--- src/rtl/cdq_pkg.sv ---
// Package for the circular deque: field widths, command and status codes,
// controller state encoding and the controller-to-datapath command word.
// No dependencies.
package cdq_pkg;

	localparam int DATA_W        = 32;
	localparam int CMD_W         = 3;
	localparam int CNT_W         = 5;
	localparam int SLOT_W        = 5;
	localparam int STAT_W        = 2;
	localparam int PADDR_W       = 3;
	localparam int PDATA_W       = 32;
	localparam int DEPTH_DEFAULT = 16;

	localparam logic [CNT_W-1:0]  CAP_RESET  = 5'd16;
	localparam logic [SLOT_W-1:0] SLOT_NONE  = 5'h1F;
	localparam logic              REG_CAPACITY = 1'b0;

	typedef enum logic [CMD_W-1:0] {
		CMD_QUERY      = 3'd0,
		CMD_PUSH_FRONT = 3'd1,
		CMD_PUSH_REAR  = 3'd2,
		CMD_POP_FRONT  = 3'd3,
		CMD_POP_REAR   = 3'd4
	} cmd_t;

	typedef enum logic [STAT_W-1:0] {
		ST_DONE  = 2'd0,
		ST_FULL  = 2'd1,
		ST_EMPTY = 2'd2
	} status_t;

	typedef enum logic [1:0] {
		S_IDLE = 2'd0,
		S_READ = 2'd1,
		S_SHOW = 2'd2
	} state_t;

	// Commands from the controller to the datapath
	typedef struct packed {
		logic load;   // take the input word and update pointer/count/store
		logic rd_en;  // fetch front and rear entries into the read registers
	} ctrl_cmd_t;

endpackage

--- src/rtl/circular_deque.sv ---
// Circular deque top level: APB capacity register, controller and datapath.
// Depends on cdq_pkg, cdq_ctrl, cdq_dp (and cdq_ram below it).
//
//  channel  | handshake            | words
//  ---------+----------------------+------------------------------------------
//  input    | in_valid / in_stall  | command, value
//  output   | out_valid / out_stall| status, is_empty, is_full, count,
//           |                      | front_slot, rear_slot, front_value, rear_value
//  config   | APB psel/penable     | capacity at byte address 0
//
// One word at a time: accept, read front and rear from the registered-read
// ring store, then the result is shown.
// in_stall stays high from acceptance until the result is taken.
// After reset the deque is empty and capacity is 16; no clearing pass.
module circular_deque
	import cdq_pkg::*;
#(
	parameter int DEPTH = DEPTH_DEFAULT
) (
	input  logic                     clk,
	input  logic                     arst_n,
	input  logic                     psel,
	input  logic                     penable,
	input  logic                     pwrite,
	input  logic [PADDR_W-1:0]       paddr,
	input  logic [PDATA_W-1:0]       pwdata,
	output logic [PDATA_W-1:0]       prdata,
	output logic                     pready,
	input  logic                     in_valid,
	output logic                     in_stall,
	input  logic [CMD_W-1:0]         command,
	input  logic signed [DATA_W-1:0] value,
	output logic                     out_valid,
	input  logic                     out_stall,
	output logic [STAT_W-1:0]        status,
	output logic                     is_empty,
	output logic                     is_full,
	output logic [CNT_W-1:0]         count,
	output logic signed [SLOT_W-1:0] front_slot,
	output logic signed [SLOT_W-1:0] rear_slot,
	output logic signed [DATA_W-1:0] front_value,
	output logic signed [DATA_W-1:0] rear_value
);

	ctrl_cmd_t        cmd;
	logic             cfg_we;
	logic [CNT_W-1:0] cap;

	// Decode register writes and reads
	assign pready = 1'b1;
	assign cfg_we = psel & penable & pwrite & pready & (paddr[2] == REG_CAPACITY);
	assign prdata = (paddr[2] == REG_CAPACITY) ? PDATA_W'(cap) : '0;

	cdq_ctrl u_ctrl (
		.clk       (clk),
		.arst_n    (arst_n),
		.in_valid  (in_valid),
		.in_stall  (in_stall),
		.out_valid (out_valid),
		.out_stall (out_stall),
		.cmd       (cmd)
	);

	cdq_dp #(
		.DEPTH(DEPTH)
	) u_dp (
		.clk         (clk),
		.arst_n      (arst_n),
		.cmd         (cmd),
		.cfg_we      (cfg_we),
		.cfg_data    (pwdata[CNT_W-1:0]),
		.capacity    (cap),
		.command     (command),
		.value       (value),
		.status      (status),
		.is_empty    (is_empty),
		.is_full     (is_full),
		.count       (count),
		.front_slot  (front_slot),
		.rear_slot   (rear_slot),
		.front_value (front_value),
		.rear_value  (rear_value)
	);

	// Only one word in flight: no acceptance while a result is shown
	a_one_in_flight: assert property (@(posedge clk) disable iff (!arst_n)
		out_valid |-> in_stall)
		else $error("word accepted while a result is pending");

	// After acceptance the read state comes first, then the result is shown
	a_latency: assert property (@(posedge clk) disable iff (!arst_n)
		(in_valid && !in_stall) |-> ##2 out_valid)
		else $error("result did not appear two cycles after acceptance");

	// An empty deque reports no slots and zero values
	a_empty_fmt: assert property (@(posedge clk) disable iff (!arst_n)
		(out_valid && is_empty) |-> (front_slot == SLOT_NONE && rear_slot == SLOT_NONE
			&& front_value == '0 && rear_value == '0 && count == '0))
		else $error("empty result carries slot or value data");

endmodule

--- src/rtl/cdq_ram.sv ---
// Generic single-write, dual-read RAM with registered read data.
// Depends on nothing.
module cdq_ram #(
	parameter int WIDTH = 32,
	parameter int DEPTH = 16
) (
	input  logic                     clk,
	input  logic                     we,
	input  logic [$clog2(DEPTH)-1:0] waddr,
	input  logic [WIDTH-1:0]         wdata,
	input  logic                     re,
	input  logic [$clog2(DEPTH)-1:0] raddr_a,
	input  logic [$clog2(DEPTH)-1:0] raddr_b,
	output logic [WIDTH-1:0]         rdata_a,
	output logic [WIDTH-1:0]         rdata_b
);

	logic [WIDTH-1:0] mem_q [DEPTH];

	// Write port
	always_ff @(posedge clk) begin
		if (we) begin
			mem_q[waddr] <= wdata;
		end
	end

	// Registered read ports
	always_ff @(posedge clk) begin
		if (re) begin
			rdata_a <= mem_q[raddr_a];
			rdata_b <= mem_q[raddr_b];
		end
	end

endmodule

--- src/rtl/cdq_ctrl.sv ---
// Controller of the circular deque: sequences load, store read and result.
// Depends on cdq_pkg.
module cdq_ctrl
	import cdq_pkg::*;
(
	input  logic      clk,
	input  logic      arst_n,
	input  logic      in_valid,
	output logic      in_stall,
	output logic      out_valid,
	input  logic      out_stall,
	output ctrl_cmd_t cmd
);

	state_t state_q, state_d;

	// State register
	always_ff @(posedge clk or negedge arst_n) begin
		if (!arst_n) begin
			state_q <= S_IDLE;
		end else begin
			state_q <= state_d;
		end
	end

	// Next state and commands
	always_comb begin
		state_d   = state_q;
		cmd       = '0;
		in_stall  = 1'b1;
		out_valid = 1'b0;
		case (state_q)
			S_IDLE: begin
				in_stall = 1'b0;
				if (in_valid) begin
					cmd.load = 1'b1;
					state_d  = S_READ;
				end
			end
			S_READ: begin
				cmd.rd_en = 1'b1;
				state_d   = S_SHOW;
			end
			S_SHOW: begin
				out_valid = 1'b1;
				if (!out_stall) begin
					state_d = S_IDLE;
				end
			end
			default: begin
				state_d = S_IDLE;
			end
		endcase
	end

endmodule

--- src/rtl/cdq_dp.sv ---
// Datapath of the circular deque: capacity register, head pointer, count,
// ring store and result formatting. Depends on cdq_pkg and cdq_ram.
module cdq_dp
	import cdq_pkg::*;
#(
	parameter int DEPTH = DEPTH_DEFAULT
) (
	input  logic                     clk,
	input  logic                     arst_n,
	input  ctrl_cmd_t                cmd,
	input  logic                     cfg_we,
	input  logic [CNT_W-1:0]         cfg_data,
	output logic [CNT_W-1:0]         capacity,
	input  logic [CMD_W-1:0]         command,
	input  logic signed [DATA_W-1:0] value,
	output logic [STAT_W-1:0]        status,
	output logic                     is_empty,
	output logic                     is_full,
	output logic [CNT_W-1:0]         count,
	output logic signed [SLOT_W-1:0] front_slot,
	output logic signed [SLOT_W-1:0] rear_slot,
	output logic signed [DATA_W-1:0] front_value,
	output logic signed [DATA_W-1:0] rear_value
);

	localparam int AW = $clog2(DEPTH);
	localparam int W  = ((AW > CNT_W) ? AW : CNT_W) + 1;

	logic [CNT_W-1:0] cap_q;
	logic [AW-1:0]    head_q;
	logic [CNT_W-1:0] count_q;
	status_t          status_q;

	logic [W-1:0] cap_w, head_w, cnt_w, head_n, cnt_n, wslot, rear_w;
	logic         nfull, nempty;
	status_t      status_n;
	logic         we;
	logic [DATA_W-1:0] rd_front, rd_rear;

	// Effective capacity: register clamped to 1..DEPTH
	always_comb begin
		if (cap_q == '0) begin
			cap_w = W'(1);
		end else if (W'(cap_q) > W'(DEPTH)) begin
			cap_w = W'(DEPTH);
		end else begin
			cap_w = W'(cap_q);
		end
	end

	// Next pointer, count and store write for the incoming word
	always_comb begin
		head_w   = (W'(head_q) >= cap_w) ? '0 : W'(head_q);
		cnt_w    = (W'(count_q) > cap_w) ? cap_w : W'(count_q);
		nfull    = (cnt_w == cap_w);
		nempty   = (cnt_w == '0);
		head_n   = head_w;
		cnt_n    = cnt_w;
		status_n = ST_DONE;
		we       = 1'b0;
		wslot    = head_w + cnt_w;
		case (cmd_t'(command))
			CMD_PUSH_FRONT: begin
				if (nfull) begin
					status_n = ST_FULL;
				end else begin
					head_n = (head_w == '0) ? cap_w - W'(1) : head_w - W'(1);
					wslot  = head_n;
					cnt_n  = cnt_w + W'(1);
					we     = 1'b1;
				end
			end
			CMD_PUSH_REAR: begin
				if (nfull) begin
					status_n = ST_FULL;
				end else begin
					if (wslot >= cap_w) begin
						wslot = wslot - cap_w;
					end
					cnt_n = cnt_w + W'(1);
					we    = 1'b1;
				end
			end
			CMD_POP_FRONT: begin
				if (nempty) begin
					status_n = ST_EMPTY;
				end else begin
					head_n = (head_w + W'(1) >= cap_w) ? '0 : head_w + W'(1);
					cnt_n  = cnt_w - W'(1);
				end
			end
			CMD_POP_REAR: begin
				if (nempty) begin
					status_n = ST_EMPTY;
				end else begin
					cnt_n = cnt_w - W'(1);
				end
			end
			default: begin
				status_n = ST_DONE;
			end
		endcase
	end

	// Capacity register; a write empties the deque
	always_ff @(posedge clk or negedge arst_n) begin
		if (!arst_n) begin
			cap_q   <= CAP_RESET;
			head_q  <= '0;
			count_q <= '0;
		end else if (cfg_we) begin
			cap_q   <= cfg_data;
			head_q  <= '0;
			count_q <= '0;
		end else if (cmd.load) begin
			head_q  <= head_n[AW-1:0];
			count_q <= cnt_n[CNT_W-1:0];
		end
	end

	// Hold the status of the last word
	always_ff @(posedge clk) begin
		if (cmd.load) begin
			status_q <= status_n;
		end
	end

	// Rear slot of the updated deque
	always_comb begin
		rear_w = W'(head_q) + W'(count_q) - W'(1);
		if (rear_w >= cap_w) begin
			rear_w = rear_w - cap_w;
		end
	end

	cdq_ram #(
		.WIDTH(DATA_W),
		.DEPTH(DEPTH)
	) u_ram (
		.clk     (clk),
		.we      (cmd.load & we),
		.waddr   (wslot[AW-1:0]),
		.wdata   (value),
		.re      (cmd.rd_en),
		.raddr_a (head_q),
		.raddr_b (rear_w[AW-1:0]),
		.rdata_a (rd_front),
		.rdata_b (rd_rear)
	);

	// Format the result word
	always_comb begin
		capacity = cap_q;
		status   = status_q;
		count    = count_q;
		is_empty = (count_q == '0);
		is_full  = (W'(count_q) == cap_w);
		if (count_q == '0) begin
			front_slot  = SLOT_NONE;
			rear_slot   = SLOT_NONE;
			front_value = '0;
			rear_value  = '0;
		end else begin
			front_slot  = SLOT_W'(head_q);
			rear_slot   = rear_w[SLOT_W-1:0];
			front_value = rd_front;
			rear_value  = rd_rear;
		end
	end

endmodule

--- config.mk ---
export PLATFORM = sky130hd
export DESIGN_NAME = circular_deque
export DESIGN_NICKNAME = d
export VERILOG_FILES = /design/src/rtl/cdq_pkg.sv /design/src/rtl/circular_deque.sv /design/src/rtl/cdq_ram.sv /design/src/rtl/cdq_ctrl.sv /design/src/rtl/cdq_dp.sv
export SDC_FILE = /design/constraint.sdc
export NUM_CORES = 1
export LEC_CHECK = 0
export BUFFER_PORTS_ARGS = -buffer_cell sky130_fd_sc_hd__buf_2
export CORE_UTILIZATION = 55
export CTS_BUF_LIST = sky130_fd_sc_hd__clkbuf_4 sky130_fd_sc_hd__clkbuf_8 sky130_fd_sc_hd__clkbuf_16
export DETAILED_ROUTE_END_ITERATION = 6
export PLACE_DENSITY = 0.81
export SYNTH_ARGS = -nofsm -noshare
export SYNTH_HDL_FRONTEND = slang
export SYNTH_HIERARCHICAL = 1
export SYNTH_SLANG_ARGS = --single-unit
--- constraint.sdc ---
create_clock -name clk -period 8.5 [get_ports clk]
set_clock_uncertainty 0.2 [all_clocks]
set_input_delay 1.275 -clock clk [delete_from_list [all_inputs] [get_ports clk]]
set_output_delay 1.275 -clock clk [all_outputs]
set_load 0.02 [all_outputs]
==> results.py, run 1 <==
metrics = {
    "status": {
        "status": "completed",
    },
    "detailed_routing": {
        "met2_length_mm": 35.85,
        "met1Wirelength_mm": 25.96,
        "drcViolationCount": 0,
        "route.final.wire_length_mm": 71.19,
        "avgRoutedWirePerCell_um": 28.69,
        "avgViaCountPerCell": 6.711,
        "drtIter0Drc": 1772,
        "route.met3.wl_mm": 7.188,
        "drt-pass1-iter-count": 7,
        "detailroute.via_count": 16650,
        "detail-route-antenna-nets": 0,
        "highest-signal-layer": "met5",
    },
    "cells_and_area": {
        "final_net_count": 1872,
        "final_cell_area_sq_um": 32080,
        "utilization_pct": 62.52,
        "final.fill_count": 3507,
        "proportion_of_layout_cells_with_a_drive_suffix_above_1_pct": 32.35,
        "areaGrowthSynthToFinish_pct": 12.43,
    },
    "placement": {
        "io_buffer_count": 137,
        "routabilityCongestion": 0.8930,
        "placedInstanceArea_sq_um": 30000,
        "post_place_setup_slack_ns": 1.136,
        "dpl.hpwl_mm": 38.87,
    },
    "global_routing": {
        "initial_antenna_violation_count": 4,
        "grtUsageTotal_pct": 27.52,
        "pin_count_of_the_biggest_net_entering_global_routing": 103,
        "first_pass_grt_wire_length_mm": 107.2,
        "grt_pass1_vias": 17410,
        "grt_overflow_total": 0,
    },
    "clock_network": {
        "clock_latency_ns": 0.65,
        "root_buffer_master": "sky130_fd_sc_hd__clkbuf_16",
        "postCtsSetupRepairBufs": 0,
        "tritoncts": "done",
        "clock_sinks": 594,
        "clk_path_buf_depth": 3,
        "cts_inserted_buffers": 59,
        "cts.hold.buffers_added": 0,
        "ctsHtreeMaxLevel": 2,
        "post_cts_resized": 0,
        "cts.clk_slew.worst_paths_ns": 0.06,
    },
    "critical_path": {
        "critical_path.slowest_cell": "sky130_fd_sc_hd__fa_1",
        "max_stage_delay_ns": 0.65,
        "worst-r2r-cell-count": 24,
        "critical_path_cell_count": 24,
        "total_buffers_and_inverters_traversed_by_the_critical_path": 5,
        "cell_type_group_with_the_largest_total_delay_on_the_critical_path": "simple AND/OR/NAND/NOR gates",
        "timing.critical_path.to_type": "flop",
        "critical_path.reg2reg.startpoint": "u_dp/capacity[4]",
        "worst-endpoint-arrival_ns": 7.61,
        "timing.critical_path.cells": "or4_4 > nand2_1 > buf_4 > ha_1 > nand2b_1 > a2111oi_2 > or3_1 > inv_1 > nor2_1 > inv_1 > fa_1 > inv_1 > ha_1 > a21bo_2 > a21o_1 > a21o_1 > a21o_1 > o21bai_4 > mux2i_1 > nand2_1 > o221ai_1 > nand2b_1 > nor2_4 > buf_12",
        "setup.reg_to_reg.worst_slack_ns": 1.02,
        "critical_path_peak_fanout": 22,
        "critical_setup_path_kind": "reg -> reg",
        "timing.rr.end": "u_dp/u_ram/mem_q[10][24]",
        "kind_of_start_point_of_the_critical_path": "flop",
        "worst-endpoint-required_ns": 8.62,
        "cp-startpoint": "u_dp/capacity[4]",
        "worst_setup_path_endpoint": "u_dp/u_ram/mem_q[10][24]",
    },
    "job": {
        "max-cap-violations": 0,
    },
    "floorplan": {
        "initial_core_util_pct": 55.61,
        "placeableCoreArea_sq_um": 51300,
        "die_x_um": 229.8,
        "floorplan.die.height_um": 229.8,
        "floorplan.io_pins": 195,
        "die_area_sq_um": 52790,
        "num_rows": 83,
    },
    "timing": {
        "rsz0062_at_grt": "no",
        "timing_max_transition_violations_final": 0,
        "finalWorstPathRequiredPeriod_ns": 7.483,
        "slew_headroom_pct": 22.95,
        "finalSetupTns_ns": 0,
        "setup_ws_ns": 1.017,
        "finalSetupViolCount": 0,
        "timing.final.hold_violations": 0,
        "max_slew.worst_pin.slew_ns": 1.156,
        "period_share_pct": 88.04,
        "timing.fmax_mhz": 133.6,
    },
    "logic_synthesis": {
        "synthDominantCellAreaShare_pct": 60.84,
        "syn_avg_cell_area_sq_um": 17.58,
        "ys_top_cells_by_area": "sky130_fd_sc_hd__edfxtp_1 61%, sky130_fd_sc_hd__mux4_2 20%, sky130_fd_sc_hd__a22oi_1 3.4%",
        "synthesis.area_sq_um": 28530,
        "yosysWarningCount": 6,
        "yosysUniqueCellTypes": 74,
        "post_synth_inst_count": 1623,
        "synth-seq-area-share_pct": 62.24,
        "netlist.top_cell.by_area": "sky130_fd_sc_hd__edfxtp_1",
        "dominantRegCellSynth": "sky130_fd_sc_hd__edfxtp_1",
        "ys_async_sr_fraction_pct": 2.694,
        "postSynthRegisterBits": 594,
        "synth_enable_flop_cells": 578,
    },
    "min_path": {
        "hold_depth": 1,
        "worst_hold_path_type": "reg -> reg",
        "min_from": "u_dp/capacity[1]",
    },
}
cell usage in the layout (no fill, tap or decap), drive strengths merged, types with 28 or more instances in the layout:
| cell type | instances |
|---|---|
| inv | 45 |
| nor2 | 39 |
| clkbuf | 69 |
| a22oi | 131 |
| and2 | 68 |
| mux4 | 256 |
| buf | 175 |
| nand2 | 99 |
| ha | 41 |
| conb | 28 |
| edfxtp | 578 |
cell usage after synthesis, types with 4 or more instances:
| library cell | n |
|---|---|
| sky130_fd_sc_hd__a21o_1 | 12 |
| sky130_fd_sc_hd__a21oi_1 | 23 |
| sky130_fd_sc_hd__a22oi_1 | 131 |
| sky130_fd_sc_hd__a31oi_1 | 4 |
| sky130_fd_sc_hd__and2_1 | 68 |
| sky130_fd_sc_hd__and2b_2 | 5 |
| sky130_fd_sc_hd__and3_1 | 4 |
| sky130_fd_sc_hd__buf_1 | 13 |
| sky130_fd_sc_hd__buf_2 | 15 |
| sky130_fd_sc_hd__buf_4 | 50 |
| sky130_fd_sc_hd__clkbuf_1 | 53 |
| sky130_fd_sc_hd__dfrtp_1 | 15 |
| sky130_fd_sc_hd__edfxtp_1 | 578 |
| sky130_fd_sc_hd__fa_1 | 4 |
| sky130_fd_sc_hd__ha_1 | 41 |
| sky130_fd_sc_hd__inv_1 | 44 |
| sky130_fd_sc_hd__mux2_2 | 7 |
| sky130_fd_sc_hd__mux2i_1 | 7 |
| sky130_fd_sc_hd__mux4_2 | 256 |
| sky130_fd_sc_hd__nand2_1 | 99 |
| sky130_fd_sc_hd__nand2b_1 | 16 |
| sky130_fd_sc_hd__nand3_1 | 7 |
| sky130_fd_sc_hd__nand3b_1 | 4 |
| sky130_fd_sc_hd__nand4_1 | 5 |
| sky130_fd_sc_hd__nor2_1 | 39 |
| sky130_fd_sc_hd__nor2b_1 | 12 |
| sky130_fd_sc_hd__nor3_1 | 7 |
| sky130_fd_sc_hd__o21ai_0 | 17 |
| sky130_fd_sc_hd__or3_1 | 4 |
| sky130_fd_sc_hd__xnor2_1 | 16 |
| sky130_fd_sc_hd__xor2_1 | 7 |
layout make-up:
cell class	instances	area, sq um	share of cell area [%]
flip-flops and latches	594	17770	55.39
inverters	44	165.2	0.5149
diodes	2	5.005	0.01560
clock buffers	69	1569	4.892
multi-input cells	876	10150	31.64
repair buffers	175	1071	3.339
clock inverters	41	500.5	1.560
well taps	680	850.8	2.653
cells by family (layout without fill, tap and decap cells):
logic type | after synthesis | count (layout) | synth area share (%)
buf+inv | 179 | 329 | 3.162
xor+xnor | 23 | 23 | 0.7061
compound gates | 231 | 231 | 6.074
flops | 594 | 594 | 62.24
simple gates | 279 | 279 | 4.978
mux | 270 | 270 | 20.73
other cells | 2 | 30 | 0.02632
fa+ha+maj | 45 | 45 | 2.079
metal layers:
layer / vias up / track usage [%]
met2: 1033 / 46.08
met1: 8571 / 36.43
li1: 6879 / -
met4: 4 / 9.892
met3: 163 / 4.911
met5: - / 0
worst min path at each step:
stage / endpoint / slack, ns
3_3_place_gp: u_dp/capacity[0] / 0.33
4_1_cts: u_dp/count[2] / 0.34
3_5_place_dp: u_dp/capacity[1] / 0.35
6_report: u_dp/capacity[1] / 0.35
2_1_floorplan: u_dp/capacity[0] / 0.30
5_1_grt: u_dp/count[2] / 0.38
per-stage QoR:
stage	hold slack, ns	cells
finish	0.3544	2481
global route	0.3769	2481
CTS	0.3428	2479
detailed placement	0.3464	2369
global placement	0.3316	2369
floorplan	0.2978	1649
flip-flops by register name (all words and copies together) (netlist names):
name                flops
u_dp/u_ram/mem_q      512
u_dp/u_ram/rdata_a     32
u_dp/u_ram/rdata_b     32
u_dp/capacity           5
u_dp/count              5
u_dp/head_q             4
u_ctrl/state_q          2
u_dp/status             2
worst reg2reg max path, stage by stage (launching register included):
cell and delay [ns]:
sky130_fd_sc_hd__dfstp_2 0.45, sky130_fd_sc_hd__or4_4 0.55, sky130_fd_sc_hd__nand2_1 0.07, sky130_fd_sc_hd__buf_4 0.19, sky130_fd_sc_hd__ha_1 0.25, sky130_fd_sc_hd__nand2b_1 0.15
sky130_fd_sc_hd__a2111oi_2 0.46, sky130_fd_sc_hd__or3_1 0.36, sky130_fd_sc_hd__inv_1 0.15, sky130_fd_sc_hd__nor2_1 0.26, sky130_fd_sc_hd__inv_1 0.19, sky130_fd_sc_hd__fa_1 0.65
sky130_fd_sc_hd__inv_1 0.07, sky130_fd_sc_hd__ha_1 0.28, sky130_fd_sc_hd__a21bo_2 0.19, sky130_fd_sc_hd__a21o_1 0.17, sky130_fd_sc_hd__a21o_1 0.17, sky130_fd_sc_hd__a21o_1 0.21
sky130_fd_sc_hd__o21bai_4 0.21, sky130_fd_sc_hd__mux2i_1 0.21, sky130_fd_sc_hd__nand2_1 0.07, sky130_fd_sc_hd__o221ai_1 0.29, sky130_fd_sc_hd__nand2b_1 0.44, sky130_fd_sc_hd__nor2_4 0.60
sky130_fd_sc_hd__buf_12 0.31
Power of run 1 is left out: the tool's default activity adds up to more than one toggle a clock period on the data nets, which glitch-free logic cannot reach.
==> inputs of run 2 (changes only) <==
Settings changed: BUFFER_PORTS_ARGS -buffer_cell sky130_fd_sc_hd__buf_2 to unset, CELL_PAD_IN_SITES_DETAIL_PLACEMENT set to 0, CELL_PAD_IN_SITES_GLOBAL_PLACEMENT set to 1, CORE_UTILIZATION 55 to 50, DONT_BUFFER_PORTS set to 1.
==> results.py, run 2 (synthesis gave the netlist of run 1 again) <==
metrics = {
    "clock_network": {
        "cts_inserted_buffers": 59,
        "cts.clk_slew.worst_paths_ns": 0.06,
        "clock_sinks": 594,
        "clk_path_buf_depth": 3,
        "ctsHtreeMaxLevel": 2,
        "cts.hold.buffers_added": 0,
        "root_buffer_master": "sky130_fd_sc_hd__clkbuf_16",
        "post_cts_resized": 0,
        "postCtsSetupRepairBufs": 0,
        "clock_latency_ns": 0.64,
        "tritoncts": "done",
    },
    "timing": {
        "slew_headroom_pct": 30.51,
        "rsz0062_at_grt": "no",
        "timing.fmax_mhz": 132.9,
        "period_share_pct": 88.55,
        "finalSetupViolCount": 0,
        "finalWorstPathRequiredPeriod_ns": 7.526,
        "timing_max_transition_violations_final": 0,
        "timing.final.hold_violations": 0,
        "finalSetupTns_ns": 0,
        "max_slew.worst_pin.slew_ns": 1.042,
    },
    "global_routing": {
        "pin_count_of_the_biggest_net_entering_global_routing": 95,
        "grtUsageTotal_pct": 24.05,
        "initial_antenna_violation_count": 0,
        "grt_overflow_total": 0,
        "first_pass_grt_wire_length_mm": 101.9,
        "grt_pass1_vias": 16230,
    },
    "cells_and_area": {
        "diodes_inserted": 0,
        "final_net_count": 1738,
        "final.fill_count": 4265,
        "largest_register_ffs": 512,
        "registers.top_by_ff_count": "u_dp/u_ram/mem_q",
        "proportion_of_layout_cells_with_a_drive_suffix_above_1_pct": 26.91,
        "most-common-layout-cells": "578 x sky130_fd_sc_hd__edfxtp_1, 256 x sky130_fd_sc_hd__mux4_2, 131 x sky130_fd_sc_hd__a22oi_1",
        "reg.largest.list": "u_dp/u_ram/mem_q (512), u_dp/u_ram/rdata_a (32), u_dp/u_ram/rdata_b (32)",
        "mostFrequentLayoutCell": "sky130_fd_sc_hd__edfxtp_1",
        "areaGrowthSynthToFinish_pct": 9.828,
    },
    "status": {
        "status": "completed",
    },
    "detailed_routing": {
        "drtIter0Drc": 1616,
        "route.final.wire_length_mm": 67.85,
        "drt-pass1-iter-count": 5,
        "avgRoutedWirePerCell_um": 28.07,
        "drcViolationCount": 0,
        "detail-route-antenna-nets": 0,
        "detailroute.via_count": 15720,
        "avgViaCountPerCell": 6.503,
    },
    "critical_path": {
        "critical_setup_path_kind": "reg -> reg",
        "critical_path_peak_fanout": 20,
        "timing.critical_path.to_type": "flop",
        "worst-endpoint-arrival_ns": 7.64,
        "worst-endpoint-required_ns": 8.61,
        "kind_of_start_point_of_the_critical_path": "flop",
    },
    "placement": {
        "routabilityCongestion": 0.8727,
        "io_buffer_count": 0,
        "dpl.hpwl_mm": 39.83,
    },
    "min_path": {
        "worst_hold_path_type": "in -> async",
    },
    "floorplan": {
        "floorplan.io_pins": 195,
        "die_x_um": 240.9,
        "initial_core_util_pct": 50.60,
        "placeableCoreArea_sq_um": 56390,
        "floorplan.die.height_um": 240.9,
        "num_rows": 87,
        "die_area_sq_um": 58020,
    },
    "job": {
        "max-cap-violations": 0,
    },
}
-- run 2: per-layer routing --
metal / GRT usage [%] / routed length, um / vias to the layer above
met5: 0 / 0 / -
met4: 6.578 / 1640 / 0
met3: 4.381 / 5533 / 106
met2: 39.84 / 33780 / 713
met1: 32.95 / 26890 / 8294
li1: - / - / 6605
-- run 2: stage by stage --
stage                     setup slack, ns  area (sq um)  std cells  hold WS, ns  utilization, %
after detailed placement            1.036         29410       2311       0.3447           52.15
after global placement              1.123         29410       2311       0.3185           52.15
after global routing               0.4768         31330       2417       0.1117           55.57
after CTS                          0.9839         31330       2417       0.1057           55.57
final                              0.9736         31330       2417       0.1375           55.57
after floorplan                    0.3080         28630       1649       0.2978               -
-- run 2: path summary, 6_finish.rpt --
kind / startpoint / endpoint / slack, ns / cells past startpoint
setup / recovery: u_dp/capacity[4] / u_dp/u_ram/mem_q[7][7] / 0.97 / 25
hold / removal: arst_n / u_dp/capacity[2] / 0.14 / 0
setup reg to reg: u_dp/capacity[4] / u_dp/u_ram/mem_q[7][7] / 0.97 / 25
hold reg to reg: u_dp/capacity[0] / u_dp/capacity[0] / 0.35 / 1
max in group asynchronous: arst_n / u_dp/capacity[4] / 7.79 / 0
min in group clk: u_dp/capacity[0] / u_dp/capacity[0] / 0.35 / 1
-- run 2: cell type report --
| cell class | count | area [sq um] | share of cell area (%) |
|---|---|---|---|
| Timing Repair Buffer | 41 | 370.4 | 1.182 |
| Clock buffer | 75 | 1597 | 5.095 |
| Sequential cell | 594 | 17770 | 56.70 |
| Clock inverter | 31 | 330.3 | 1.054 |
| Multi-Input combinational cell | 876 | 10160 | 32.42 |
| Tap cell | 756 | 945.9 | 3.019 |
| Inverter | 44 | 165.2 | 0.5271 |
-- run 2: critical path: stages (launching register included) --
cell and delay [ns]:
sky130_fd_sc_hd__dfstp_2 0.45, sky130_fd_sc_hd__or4_4 0.55, sky130_fd_sc_hd__nand2_1 0.08, sky130_fd_sc_hd__buf_4 0.17, sky130_fd_sc_hd__ha_1 0.24, sky130_fd_sc_hd__nand2b_1 0.15, sky130_fd_sc_hd__a2111oi_2 0.45, sky130_fd_sc_hd__or3_1 0.38
sky130_fd_sc_hd__nand2_1 0.18, sky130_fd_sc_hd__inv_1 0.22, sky130_fd_sc_hd__ha_1 0.20, sky130_fd_sc_hd__inv_1 0.05, sky130_fd_sc_hd__fa_1 0.62, sky130_fd_sc_hd__inv_1 0.08, sky130_fd_sc_hd__ha_1 0.29, sky130_fd_sc_hd__a21bo_2 0.20
sky130_fd_sc_hd__a21o_1 0.17, sky130_fd_sc_hd__a21o_1 0.17, sky130_fd_sc_hd__a21o_1 0.21, sky130_fd_sc_hd__o21bai_4 0.19, sky130_fd_sc_hd__mux2i_1 0.20, sky130_fd_sc_hd__nand2_1 0.07, sky130_fd_sc_hd__o221ai_1 0.28, sky130_fd_sc_hd__nand2_1 0.42
sky130_fd_sc_hd__nor2_4 0.67, sky130_fd_sc_hd__buf_12 0.29
Power of run 2 is left out for the same reason.
==> inputs of run 3 (changes only) <==
Settings changed: GPL_TIMING_DRIVEN set to 0, HOLD_SLACK_MARGIN set to 0.02, RECOVER_POWER set to 25.
==> results.py, run 3 (synthesis gave the netlist of run 1 again) <==
metrics = {
    "min_path": {
        "worst_hold_path_type": "in -> async",
    },
    "timing": {
        "max_slew.worst_pin.slew_ns": 0.9668,
        "finalWorstPathRequiredPeriod_ns": 7.823,
        "timing.fmax_mhz": 127.8,
        "timing.final.hold_violations": 0,
        "finalSetupTns_ns": 0,
        "timing_max_transition_violations_final": 0,
        "slew_headroom_pct": 35.55,
        "setup_ws_ns": 0.6770,
        "hold_ws_ns": 0.1361,
        "finalSetupViolCount": 0,
        "period_share_pct": 92.04,
        "rsz0062_at_grt": "no",
    },
    "critical_path": {
        "worst-r2r-cell-count": 26,
        "critical_setup_path_kind": "reg -> reg",
        "worst-endpoint-required_ns": 8.61,
        "timing.critical_path.to_type": "flop",
        "critical_path_peak_fanout": 17,
        "worst-endpoint-arrival_ns": 7.93,
        "kind_of_start_point_of_the_critical_path": "flop",
        "setup.reg_to_reg.worst_slack_ns": 0.68,
    },
    "cells_and_area": {
        "register_area_sq_um": 17760,
        "reg.largest.list": "u_dp/u_ram/mem_q (512), u_dp/u_ram/rdata_a (32), u_dp/u_ram/rdata_b (32)",
        "areaGrowthSynthToFinish_pct": 11.87,
        "diodes_inserted": 0,
        "registers.top_by_ff_count": "u_dp/u_ram/mem_q",
        "largest_register_ffs": 512,
        "proportion_of_layout_cells_with_a_drive_suffix_above_1_pct": 27.54,
        "most-common-layout-cells": "578 x sky130_fd_sc_hd__edfxtp_1, 256 x sky130_fd_sc_hd__mux4_2, 131 x sky130_fd_sc_hd__a22oi_1",
        "multi_input_gate_area_sq_um": 10080,
        "final.fill_count": 4281,
        "final_cell_area_sq_um": 31920,
        "final_net_count": 1860,
        "mostFrequentLayoutCell": "sky130_fd_sc_hd__edfxtp_1",
    },
    "clock_network": {
        "clk_path_buf_depth": 3,
        "clock_sinks": 594,
        "cts.hold.buffers_added": 0,
        "cts_inserted_buffers": 59,
        "clock_latency_ns": 0.63,
        "root_buffer_master": "sky130_fd_sc_hd__clkbuf_16",
        "tritoncts": "done",
        "postCtsSetupRepairBufs": 0,
        "ctsHtreeMaxLevel": 2,
        "cts.clk_slew.worst_paths_ns": 0.06,
        "post_cts_resized": 0,
    },
    "placement": {
        "placedInstanceArea_sq_um": 30100,
        "io_buffer_count": 0,
        "routabilityCongestion": 0.8623,
        "dpl.hpwl_mm": 50.48,
        "post_place_setup_slack_ns": 0.8208,
    },
    "floorplan": {
        "die_area_sq_um": 58020,
        "placeableCoreArea_sq_um": 56390,
        "initial_core_util_pct": 50.60,
        "num_rows": 87,
        "floorplan.io_pins": 195,
        "floorplan.die.height_um": 240.9,
        "die_x_um": 240.9,
    },
    "detailed_routing": {
        "avgRoutedWirePerCell_um": 29.99,
        "detail-route-antenna-nets": 0,
        "detailroute.via_count": 16670,
        "route.final.wire_length_mm": 76.03,
        "avgViaCountPerCell": 6.576,
        "drcViolationCount": 0,
        "drtIter0Drc": 2034,
        "drt-pass1-iter-count": 6,
    },
    "global_routing": {
        "grtUsageTotal_pct": 26.75,
        "initial_antenna_violation_count": 1,
        "first_pass_grt_wire_length_mm": 111.0,
        "grt_pass1_vias": 17110,
        "pin_count_of_the_biggest_net_entering_global_routing": 65,
        "grt_overflow_total": 0,
    },
    "status": {
        "status": "completed",
    },
    "job": {
        "max-cap-violations": 0,
    },
}
[run 3: cell types whose count changed in the layout (fill, tap and decap cells not counted), moves of 3 or more]
| cell | delta |
|---|---|
| sky130_fd_sc_hd__clkinv_2 | +3 |
| sky130_fd_sc_hd__clkinvlp_4 | -3 |
| sky130_fd_sc_hd__clkbuf_1 | +53 |
| sky130_fd_sc_hd__buf_6 | +17 |
| sky130_fd_sc_hd__buf_1 | +13 |
| sky130_fd_sc_hd__bufinv_16 | -3 |
| sky130_fd_sc_hd__buf_4 | +16 |
| sky130_fd_sc_hd__nor2b_1 | +5 |
| sky130_fd_sc_hd__clkbuf_4 | +4 |
| sky130_fd_sc_hd__buf_12 | +6 |
| sky130_fd_sc_hd__nor2b_4 | -5 |
| sky130_fd_sc_hd__clkinv_1 | -3 |
| sky130_fd_sc_hd__buf_2 | +15 |
[run 3: path summary, 6_finish.rpt]
| kind | startpoint | end |
|---|---|---|
| hold / removal | arst_n | u_dp/capacity[2] |
| setup reg to reg | u_dp/capacity[4] | u_dp/u_ram/mem_q[6][6] |
| setup / recovery | u_dp/capacity[4] | u_dp/u_ram/mem_q[6][6] |
| hold reg to reg | u_dp/capacity[0] | u_dp/capacity[0] |
| max in group asynchronous | arst_n | u_dp/capacity[4] |
| min in group clk | u_dp/capacity[0] | u_dp/capacity[0] |
[run 3: stage by stage]
stage	std cells	util [%]
6_report	2535	56.60
5_1_grt	2535	56.60
4_1_cts	2535	56.60
3_5_place_dp	2433	53.39
3_3_place_gp	2405	52.45
2_1_floorplan	1649	-
[run 3: cell type report]
class,count,area share (%)
tap,756,2.964
timing repair buffer,28,1.317
clock inverter,23,0.5841
buffer,135,2.309
sequential,594,55.64
multi-input combinational,876,31.57
clock buffer,79,5.096
inverter,44,0.5175
[run 3: critical path, stage by stage (launching register included)]
cell	delay [ns]
sky130_fd_sc_hd__dfstp_2	0.56
sky130_fd_sc_hd__buf_2	0.24
sky130_fd_sc_hd__nand2b_1	0.18
sky130_fd_sc_hd__nand2_1	0.30
sky130_fd_sc_hd__ha_1	0.39
sky130_fd_sc_hd__nand2b_1	0.15
sky130_fd_sc_hd__a2111oi_2	0.45
sky130_fd_sc_hd__or3_1	0.17
sky130_fd_sc_hd__clkbuf_2	0.20
sky130_fd_sc_hd__nand2_1	0.15
sky130_fd_sc_hd__inv_1	0.21
sky130_fd_sc_hd__ha_1	0.20
sky130_fd_sc_hd__inv_1	0.06
sky130_fd_sc_hd__fa_1	0.66
sky130_fd_sc_hd__inv_1	0.08
sky130_fd_sc_hd__ha_1	0.30
sky130_fd_sc_hd__a21bo_2	0.20
sky130_fd_sc_hd__a21o_1	0.18
sky130_fd_sc_hd__a21o_1	0.17
sky130_fd_sc_hd__a21o_1	0.21
sky130_fd_sc_hd__o21bai_4	0.19
sky130_fd_sc_hd__mux2i_1	0.22
sky130_fd_sc_hd__nand2_1	0.09
sky130_fd_sc_hd__o221ai_1	0.29
sky130_fd_sc_hd__nand2b_1	0.41
sky130_fd_sc_hd__nor2_4	0.75
sky130_fd_sc_hd__buf_16	0.26
[run 3: layer usage]
metal	part of all wire, %	vias up	global-route usage [%]
met2	50	1008	43.96
met1	38	8663	35.54
met4	2.9	2	8.650
met5	0.017	-	0
met3	10	152	6.108
li1	-	6846	-
Power of run 3 is left out for the same reason.
